## config.mk

```make
export PLATFORM = sky130hd
export DESIGN_NAME = rc4v_ram
export DESIGN_NICKNAME = d
export VERILOG_FILES = /design/src/hw/rtl/rc4v_ram.sv
export SDC_FILE = /design/constraint.sdc
export NUM_CORES = 2
export LEC_CHECK = 0
export ABC_AREA = 1
export ABC_CLOCK_PERIOD_IN_PS = 2830
export BUFFER_PORTS_ARGS = -buffer_cell sky130_fd_sc_hd__buf_4
export CAP_MARGIN = 5
export CORE_MARGIN = 4
export CORE_UTILIZATION = 45
export CTS_CLUSTER_DIAMETER = 60
export DETAILED_ROUTE_END_ITERATION = 8
export MAX_ROUTING_LAYER = met4
export PLACE_DENSITY = 0.7
export SYNTH_ARGS = -nofsm -noshare
export SYNTH_HDL_FRONTEND = slang
export SYNTH_SLANG_ARGS = --single-unit
```

## constraint.sdc

```tcl
create_clock -name clk -period 2.83 [get_ports clk]
set_clock_uncertainty 0.2 [all_clocks]
set_input_delay 0.4245 -clock clk [delete_from_list [all_inputs] [get_ports clk]]
set_output_delay 0.4245 -clock clk [all_outputs]
set_load 0.05 [all_outputs]
```

## src/hw/rtl/rc4v_ram.sv

```systemverilog
// Generic single-write, single-read RAM with registered read data.
`timescale 1ns / 1ps
module rc4v_ram #(
  parameter int WIDTH = 8,
  parameter int DEPTH = 256
) (
  input  logic                     clk,
  input  logic                     we,
  input  logic [$clog2(DEPTH)-1:0] waddr,
  input  logic [WIDTH-1:0]         wdata,
  input  logic                     re,
  input  logic [$clog2(DEPTH)-1:0] raddr,
  output logic [WIDTH-1:0]         rdata
);

  logic [WIDTH-1:0] mem [DEPTH];
  logic [WIDTH-1:0] rdata_r;

  // Write port
  always_ff @(posedge clk) begin
    if (we) begin
      mem[waddr] <= wdata;
    end
  end

  // Read port, read-first, holds when idle
  always_ff @(posedge clk) begin
    if (re) begin
      rdata_r <= mem[raddr];
    end
  end

  assign rdata = rdata_r;

endmodule

```

==> impl_metrics.csv <==
group,metric,value,unit
setup_path,crit_family,"simple AND/OR/NAND/NOR gates",
power,pwr-share-clk,42.0,%
synthesis,synth_edf_count,2056,
routing,wirelength,232.1,mm
layout,nets,7345,
synthesis,synth-warning-count,0,
die,pin_count,35,
setup_path,cp_slowest_cell,"nand3_1",
timing,worst-slew-pin-transition,1.163,ns
power,switching_share,22.27,%
timing,period_needed,2.411,ns
global_routing,grt_pass1_vias,55210,
synthesis,syn_area,0.08348,mm2
setup_path,cp_num_buf_inv,4,
power,p_total,65.22,mW
power,p_switching,14.53,mW
cts,root_buffer,"clkbuf_16",
timing,fin_crit_sh,85.18,%
synthesis,synth_cell_type_count,13,
die,start_util,45.40,%
cts,cts.clk_slew.worst_paths,0.06,ns
layout,syn2layout_area_growth,16.06,%
power,leakagePower,34.39,nW
timing,hold_viol,0,
layout,nFillCells,15176,
global_routing,grt_first_pass_wirelength,347.6,mm
timing,fmax,414.8,MHz
routing,vias,57211,
setup_path,cp.arrival,2.90,ns
synthesis,netlist.area_leader.share,73.96,%
power,ir_drop,667.8,uV
synthesis,ys.flop_type,"edfxtp_1",
setup_path,critPathKind,"input pin to flip-flop",
setup_path,cpPeakStageDelay,0.36,ns
die,dieHeight,438.7,um
setup_path,cp_cell_sequence,"buf_8 -> inv_16 -> buf_12 -> buf_12 -> nand2_1 -> nand3_1 -> nand3_1 -> nand3_1 -> nand3_1 -> nand3_1 -> nand3_1 -> nand2_1 -> nand2_1 -> nand2_1",
timing,fin_setup_tns,0,ns
placed_design,port_buffers,34,
synthesis,synth_nets,7030,
power,pwr-share-seq,51.5,%
die,die_w,438.7,um
timing,slew_viol_final,0,
setup_path,crit_fanout,39,
routing,antenna_left,0,
cts,cts.sinks,2056,
power,pwr-share-comb,6.5,%
cts,cts_tree,"built",
status,outcome,"complete, no violations",
layout,seqCellArea,0.06174,mm2
synthesis,seq_area_frac_synth,73.96,%
synthesis,syn_avg_cell_area,11.92,um2
timing,finalSetupViolCount,0,
power,p_int,50.69,mW
cts,cts_made_buffers,202,
synthesis,yosys-top-cells-count,"nand2_1 (2123), edfxtp_1 (2056), nand3_1 (2019)",
die,row_count,157,
run,cap_violations,0,
synthesis,async_flop_share,0,%
layout,multiInputGateArea,0.01914,mm2
power,p_per_area,673.1,mW/mm2
synthesis,yosysTopAreaCell,"edfxtp_1",
routing,wire_per_inst,23.30,um
placed_design,gp_congestion,0.9413,
routing,viasPerCell,5.743,
global_routing,grt_max_degree,93,
die,fp.dieArea,0.1925,mm2
die,coreArea,0.1839,mm2
cts,clk_latency,0.84,ns
global_routing,antenna_found_initial,7,
synthesis,postSynthCellCount,7003,
global_routing,grt_usage,24.47,%
layout,drive_gt1_share,11.73,%
global_routing,gr-total-overflow,0,
routing,drc,0,
setup_path,crit_path_frequent_cell,"nand3_1",
min_path,hp-class,"input pin to flip-flop",
synthesis,yosysMostFrequentCell,"nand2_1",
synthesis,yosys-top-cells-area,"edfxtp_1 (74%), nand3_1 (12%), nand2_1 (9.5%)",
setup_path,required,3.32,ns
placed_design,dp_hpwl,142.3,mm
routing,drtIter0Drc,7904,
synthesis,ys_seq_elements,2056,
setup_path,crit_path_end_kind,"flip-flop",
timing,slew_headroom,22.37,%
timing,rsz0062_at_grt,"false",
cts,htreeDepth,4,
routing,first_pass_iters,6,
cts,cts_max_path_buffers,3,
setup_path,start_kind,"input pin",
-- cell families after synthesis --
kind of cell,count (synthesis),synth area share [%]
AND/OR/NAND/NOR,4425,22.92
buffers and inverters,522,3.116
flip-flops,2056,73.96
-- repair_timing --
item                      4_1_cts  5_1_grt
hold buffers                   10        0
buffers inserted                0        0
resized for setup               0        0
hold endpoints to repair      451        0
-- path summary, 6_finish.rpt --
kind | slack [ns] | cells after the start | startpoint | to
worst min-delay path | 0.09 | 5 | raddr[6] | rdata[5]
worst min register to register | 0.87 | 10 | mem[164][7] | rdata[7]
worst max-delay path | 0.42 | 14 | raddr[0] | rdata[1]
worst max register to register | 0.44 | 10 | mem[184][1] | rdata[1]
-- routing by layer --
| layer | vias up | track usage, % | routed length (um) |
|---|---|---|---|
| li1 | 25511 | - | - |
| met1 | 28001 | 31.80 | 89010 |
| met2 | 3155 | 37.86 | 109900 |
| met3 | 544 | 4.727 | 22770 |
| met4 | 0 | 10.38 | 10400 |
| met5 | - | - | 0 |
-- power by group through the flow --
| stage | combinational [mW] | clock, mW | sequential [mW] |
|---|---|---|---|
| after floorplan | 2.07 | 0 | 34.3 |
| after global placement | 4.10 | 0 | 34.2 |
| after detailed placement | 4.16 | 0 | 34.3 |
| after CTS | 4.20 | 27.6 | 33.6 |
| after global routing | 4.54 | 28.9 | 33.6 |
| final | 4.24 | 27.4 | 33.6 |
-- tightest hold or removal path, delay by kind of cell --
| kind | cells | cell delay (ns) |
|---|---|---|
| buffers and inverters | 1 | 0.21 |
| and+or+nand+nor | 4 | 0.30 |
-- placed cells by master (no fill, tap or decap) --
cell,n
buf_12,111
diode_2,11
clkinv_16,2
bufinv_16,28
clkinv_2,34
clkinv_4,3
inv_6,3
inv_4,1
buf_4,462
inv_16,3
buf_8,11
clkbuf_16,206
clkbuf_1,42
edfxtp_1,2056
nand3_1,2019
clkinv_1,41
inv_2,1
inv_8,3
clkinvlp_4,5
inv_1,34
nor2_1,283
nand2_1,2123
clkinv_8,5
dlygate4sd3_1,10
-- per-stage QoR --
stage          utilization [%]  std cells  setup slack, ns  instance area [um2]  hold WS, ns
2_1_floorplan                -       7003           0.7140                83480       0.3234
3_3_place_gp             48.95       9568          -0.2697                89990       0.5914
3_5_place_dp             48.95       9568          -0.3019                89990       0.5981
4_1_cts                  52.68       9950           0.4552                96850      0.02269
5_1_grt                  52.69       9957           0.3786                96870      0.05865
6_report                 52.69       9961           0.4193                96880      0.08510
-- state kept, by name, indices dropped and copies added, names as in the netlist --
signal,flops
rdata,8
mem,2048
-- cell type report --
| type | instances | area share (%) |
|---|---|---|
| Sequential cell | 2056 | 63.73 |
| Multi-Input combinational cell | 4425 | 19.75 |
| Timing Repair Buffer | 594 | 6.147 |
| Clock buffer | 248 | 5.484 |
| Tap cell | 2464 | 3.182 |
| Clock inverter | 124 | 1.494 |
| Inverter | 39 | 0.1860 |
| Antenna cell | 11 | 0.02841 |
No activity file was read; power rests on OpenSTA's default activity.
