[src/hw/rtl/rc4v_pkg.sv]
// Shared constants and types for the RC4-variant stream cipher block.
`timescale 1ns / 1ps
package rc4v_pkg;

  // Byte and field widths
  localparam int BYTE_W = 8;
  localparam int CMD_W  = 2;
  localparam int LEN_W  = 9;

  // Key store sizing
  localparam int KEY_MAX_BYTES = 256;
  localparam int KEY_AW        = $clog2(KEY_MAX_BYTES);

  // S-box sizing
  localparam int SBOX_DEPTH = 256;
  localparam int SBOX_AW    = $clog2(SBOX_DEPTH);

  // Command codes
  localparam logic [CMD_W-1:0] CMD_LOAD  = 2'd0;
  localparam logic [CMD_W-1:0] CMD_BEGIN = 2'd1;
  localparam logic [CMD_W-1:0] CMD_ENC   = 2'd2;
  localparam logic [CMD_W-1:0] CMD_DEC   = 2'd3;

  // One cycle of S-box port requests from the sequencer
  typedef struct packed {
    logic               clear;
    logic               rd_en;
    logic [SBOX_AW-1:0] rd_addr;
    logic               wr_en;
    logic [SBOX_AW-1:0] wr_addr;
    logic [BYTE_W-1:0]  wr_data;
  } sbox_req_t;

endpackage

[src/hw/rtl/rc4v_ram.sv]
// Generic single-write, single-read RAM with registered read data.
`timescale 1ns / 1ps
module rc4v_ram #(
  parameter int WIDTH = 8,
  parameter int DEPTH = 256
) (
  input  logic                     clk,
  input  logic                     we,
  input  logic [$clog2(DEPTH)-1:0] waddr,
  input  logic [WIDTH-1:0]         wdata,
  input  logic                     re,
  input  logic [$clog2(DEPTH)-1:0] raddr,
  output logic [WIDTH-1:0]         rdata
);

  logic [WIDTH-1:0] mem [DEPTH];
  logic [WIDTH-1:0] rdata_r;

  // Write port
  always_ff @(posedge clk) begin
    if (we) begin
      mem[waddr] <= wdata;
    end
  end

  // Read port, read-first, holds when idle
  always_ff @(posedge clk) begin
    if (re) begin
      rdata_r <= mem[raddr];
    end
  end

  assign rdata = rdata_r;

endmodule

[src/hw/rtl/rc4v_sbox.sv]
// S-box store: RAM plus per-entry valid bits; unwritten entries read as identity.
`timescale 1ns / 1ps
module rc4v_sbox (
  input  logic                               clk,
  input  logic                               rst_n,
  input  rc4v_pkg::sbox_req_t                req,
  output logic [rc4v_pkg::BYTE_W-1:0]        rd_data
);

  logic [rc4v_pkg::SBOX_DEPTH-1:0] valid_r;
  logic                            rd_vld_r;
  logic [rc4v_pkg::SBOX_AW-1:0]    rd_addr_r;
  logic [rc4v_pkg::BYTE_W-1:0]     ram_q;

  rc4v_ram #(
    .WIDTH (rc4v_pkg::BYTE_W),
    .DEPTH (rc4v_pkg::SBOX_DEPTH)
  ) u_ram (
    .clk   (clk),
    .we    (req.wr_en),
    .waddr (req.wr_addr),
    .wdata (req.wr_data),
    .re    (req.rd_en),
    .raddr (req.rd_addr),
    .rdata (ram_q)
  );

  // Valid bits: reset or clear brings back the identity permutation
  always_ff @(posedge clk) begin
    if (!rst_n) begin
      valid_r <= '0;
    end else if (req.clear) begin
      valid_r <= '0;
    end else if (req.wr_en) begin
      valid_r[req.wr_addr] <= 1'b1;
    end
  end

  // Track the valid flag and address alongside the registered read
  always_ff @(posedge clk) begin
    if (req.rd_en) begin
      rd_vld_r  <= valid_r[req.rd_addr];
      rd_addr_r <= req.rd_addr;
    end
  end

  assign rd_data = rd_vld_r ? ram_q : rd_addr_r;

endmodule

[config.mk]
export PLATFORM = sky130hd
export DESIGN_NAME = rc4v_sbox
export DESIGN_NICKNAME = d
export VERILOG_FILES = /design/src/hw/rtl/rc4v_pkg.sv /design/src/hw/rtl/rc4v_ram.sv /design/src/hw/rtl/rc4v_sbox.sv
export SDC_FILE = /design/constraint.sdc
export NUM_CORES = 2
export LEC_CHECK = 0
export ABC_CLOCK_PERIOD_IN_PS = 3300
export BUFFER_PORTS_ARGS = -buffer_cell sky130_fd_sc_hd__buf_4
export CAP_MARGIN = 30
export CORE_MARGIN = 5
export CORE_UTILIZATION = 31
export CTS_CLUSTER_DIAMETER = 200
export DETAILED_ROUTE_END_ITERATION = 6
export HOLD_SLACK_MARGIN = 0.1
export PLACE_DENSITY = 0.56
export SYNTH_ARGS = -nofsm -noshare
export SYNTH_HDL_FRONTEND = slang
export SYNTH_SLANG_ARGS = --single-unit
[constraint.sdc]
create_clock -name clk -period 3.3 [get_ports clk]
set_input_delay 0.66 -clock clk [delete_from_list [all_inputs] [get_ports clk]]
set_output_delay 0.66 -clock clk [all_outputs]
set_load 0.01 [all_outputs]
==> flow_summary.ini <==
[min_path]
min_to = u_ram.mem[116][4]
hp-class = primary input to register
hold_start = req[4]
hold_depth = 1

[detailed_routing]
highest-signal-layer = met5
wl_met1_mm = 110
ant_nets = 0
dr.pass1.iters = 6
route.detailed.drc = 0
post_drt_via_cell_ratio = 5.20
dr_wl_met2_mm = 123
vias = 49489
route.met3.wl_mm = 16.1
drt-initial-drc-count = 5448
routed_wirelength_mm = 258
wire_per_inst_microns = 27.1

[setup_path]
r2r_cells = 8
cp_max_fo = 23
worstPathRequired_ns = 3.87
cp-end-kind = register
r2r_setup_slack_ns = 0.33
r2r-start = u_ram.mem[152][3]
critPathKind = primary input to register
arrival_ns = 3.68
reg2reg_to = u_ram.rdata[3]
startpoint_type = primary input

[yosys]
yosysWarnings = 0
avgSynthCellArea_sq_um = 18.5
synth_top_area_cell = edfxtp_1
ys_seq_area_frac = 0.747
synth-edff-count = 2065
ys_top_cells_by_count = edfxtp_1 (2,065), nor2_1 (771), mux4_2 (428)
synth.most_common_cell = edfxtp_1
synthFlopType = edfxtp_1
synth_cell_types = 67
synthArstFlopShare = 0
syn_nets = 4883
yosysTopAreaCellShare = 0.690
synth-seq-cells = 2321
syn_inst = 4854
netlist_area_sq_um = 89900
synthTopCellsByArea = edfxtp_1 (69%), mux4_2 (11%), dfxtp_1 (5.7%)

[cts]
cts_root_buf = clkbuf_16
clock-sinks = 2321
cts_tree = yes
cts_made_buffers = 223
post_cts_resize_count = 0
postCtsHoldBufs = 0
path_clk_slew_ns = 0.06
insertion_delay_ns = 0.87
htreeDepth = 4
clockBufferDepth = 3
postCtsSetupBuffers = 0

[sta]
final_max_slew_viol_count = 0
setup_viol = 0
skew_ns = 0.0425
period_share = 0.943
period_needed_ns = 3.11
relSlewSlack = 0.374
timing.hold.ws_ns = 0.195
setup_slack_ns = 0.189
worst_pin_slew_ns = 0.937
hold_viol_final = 0
fmax_mhz = 321
grt_setup_unrepaired = false

[global_route]
antenna_found_initial = 14
grt.total_usage = 0.168
grt_max_degree = 101
overflow = 0
grt_pass1_vias = 49551
grt_pass1_wl_mm = 368

[final_layout]
drive_above_1_share = 0.279
utilization = 0.370
area_delta_synth_final_pct = 18.8
multiInputGateArea_sq_um = 20900
fill_cells = 26548
instances_no_fill = 9521
num-nets-final = 5566
ff_latch_area_sq_um = 67100
finalInstanceArea_sq_um = 107000

[floorplan]
design.core.area_sq_um = 288000
initial_core_util = 0.312
dieHeight_microns = 548
fp.dieW_microns = 548
dieArea_sq_um = 301000
io_pins = 37
rows = 197

[placement]
place_ws_ns = -0.660
place_hpwl_mm = 171
gp_congestion = 0.882
portBuffers = 36
post_dp_cell_area_sq_um = 99300
dp_cells = 9093

[power]
power_leakage_nw = 34.8
powerDensity_nw_per_um2 = 577
vdd_drop_max_mv = 0.467

[outcome]
status = completed

[flow_run]
cap_violations = 0
[per-stage QoR]
step	total power, mW	TNS (ns)
finish	61.6	0
global route	63.6	0
CTS	62.1	0
detailed placement	36.2	-3.70
global placement	36.2	-4.28
floorplan	34.3	0
[layout by cell type, fill, tap and decap left out, types with 11 or more instances in the layout]
cell type  Yosys  final
a211oi_1      12     12
mux4_1        28     28
a221oi_1      30     30
mux2i_1      219    219
clkinv_2       0     44
a22oi_1      112    112
nor3_1        62     62
clkbuf_8       0     26
o221ai_1      51     51
clkbuf_16      0    230
clkinv_1       0     27
nor2b_1       15     14
nor2_1       771    765
nand4_1       18     18
nand3_1       46     46
buf_4         29    663
clkbuf_1     121     57
a22o_1        22     22
a21oi_1       85     85
o21ba_2       29     29
and3_1        11     11
o21ai_0       36     36
mux4_2       428    428
edfxtp_1    2065   2065
buf_12        14     70
nor4_1        25     25
dfxtp_1      256    256
nand2_1       69     69
o22ai_1       61     61
bufinv_16      0     20
mux2_2        21     21
[per-layer routing]
metal  global-route usage  vias to the layer above
li1                     -                    20883
met1                0.232                    26339
met2                0.271                     1866
met3               0.0260                      397
met4               0.0576                        4
met5                    0                        -
[worst max-delay path by stage]
| stage | from | end | slack, ns | cells past startpoint |
|---|---|---|---|---|
| 5_1_grt | u_ram.mem[152][3] | u_ram.rdata[3] | 0.25 | 8 |
| 2_1_floorplan | req[17] | u_ram.rdata[1] | 0.61 | 9 |
| 6_report | req[17] | u_ram.rdata[6] | 0.19 | 10 |
| 4_1_cts | req[17] | u_ram.rdata[6] | 0.26 | 11 |
| 3_5_place_dp | req[17] | u_ram.rdata[6] | -0.66 | 10 |
| 3_3_place_gp | req[17] | u_ram.rdata[0] | -0.84 | 9 |
[area by class of cell]
class                           instances  area share
Timing Repair Buffer                  744      0.0612
Clock inverter                        112      0.0111
Clock buffer                          312      0.0591
Antenna cell                            4   0.0000937
Multi-Input combinational cell       2241       0.195
Sequential cell                      2321       0.629
Inverter                                6    0.000211
Tap cell                             3781      0.0443
[worst max-delay path: stages]
cell     delay [ns]
buf_8          0.27
buf_4          0.25
buf_12         0.22
buf_4          0.18
buf_4          0.13
mux4_2         0.56
o22ai_1        0.31
nor4_1         0.11
nor3_1         0.76
nor4_1         0.16
[report_power, final]
part           internal (mW)  switching (mW)  total, mW
combinational           1.30            2.23       3.53
clock                   14.9            11.1       26.0
sequential              32.0          0.0422       32.1
[cells by family (layout without fill, tap and decap cells)]
family / Yosys count / in the layout / share of synthesized area
mux: 696 / 696 / 0.142
flops: 2321 / 2321 / 0.747
other cells: 0 / 4 / 0
buf+inv: 292 / 1174 / 0.0216
compound gates: 490 / 490 / 0.0397
simple gates: 1055 / 1055 / 0.0493
[registers in the layout (all words and copies together) (netlist names)]
register,count
valid_r,256
u_ram.rdata,8
u_ram.mem,2048
rd_vld_r,1
rd_addr_r,8
No activity file was read; power rests on OpenSTA's default activity.
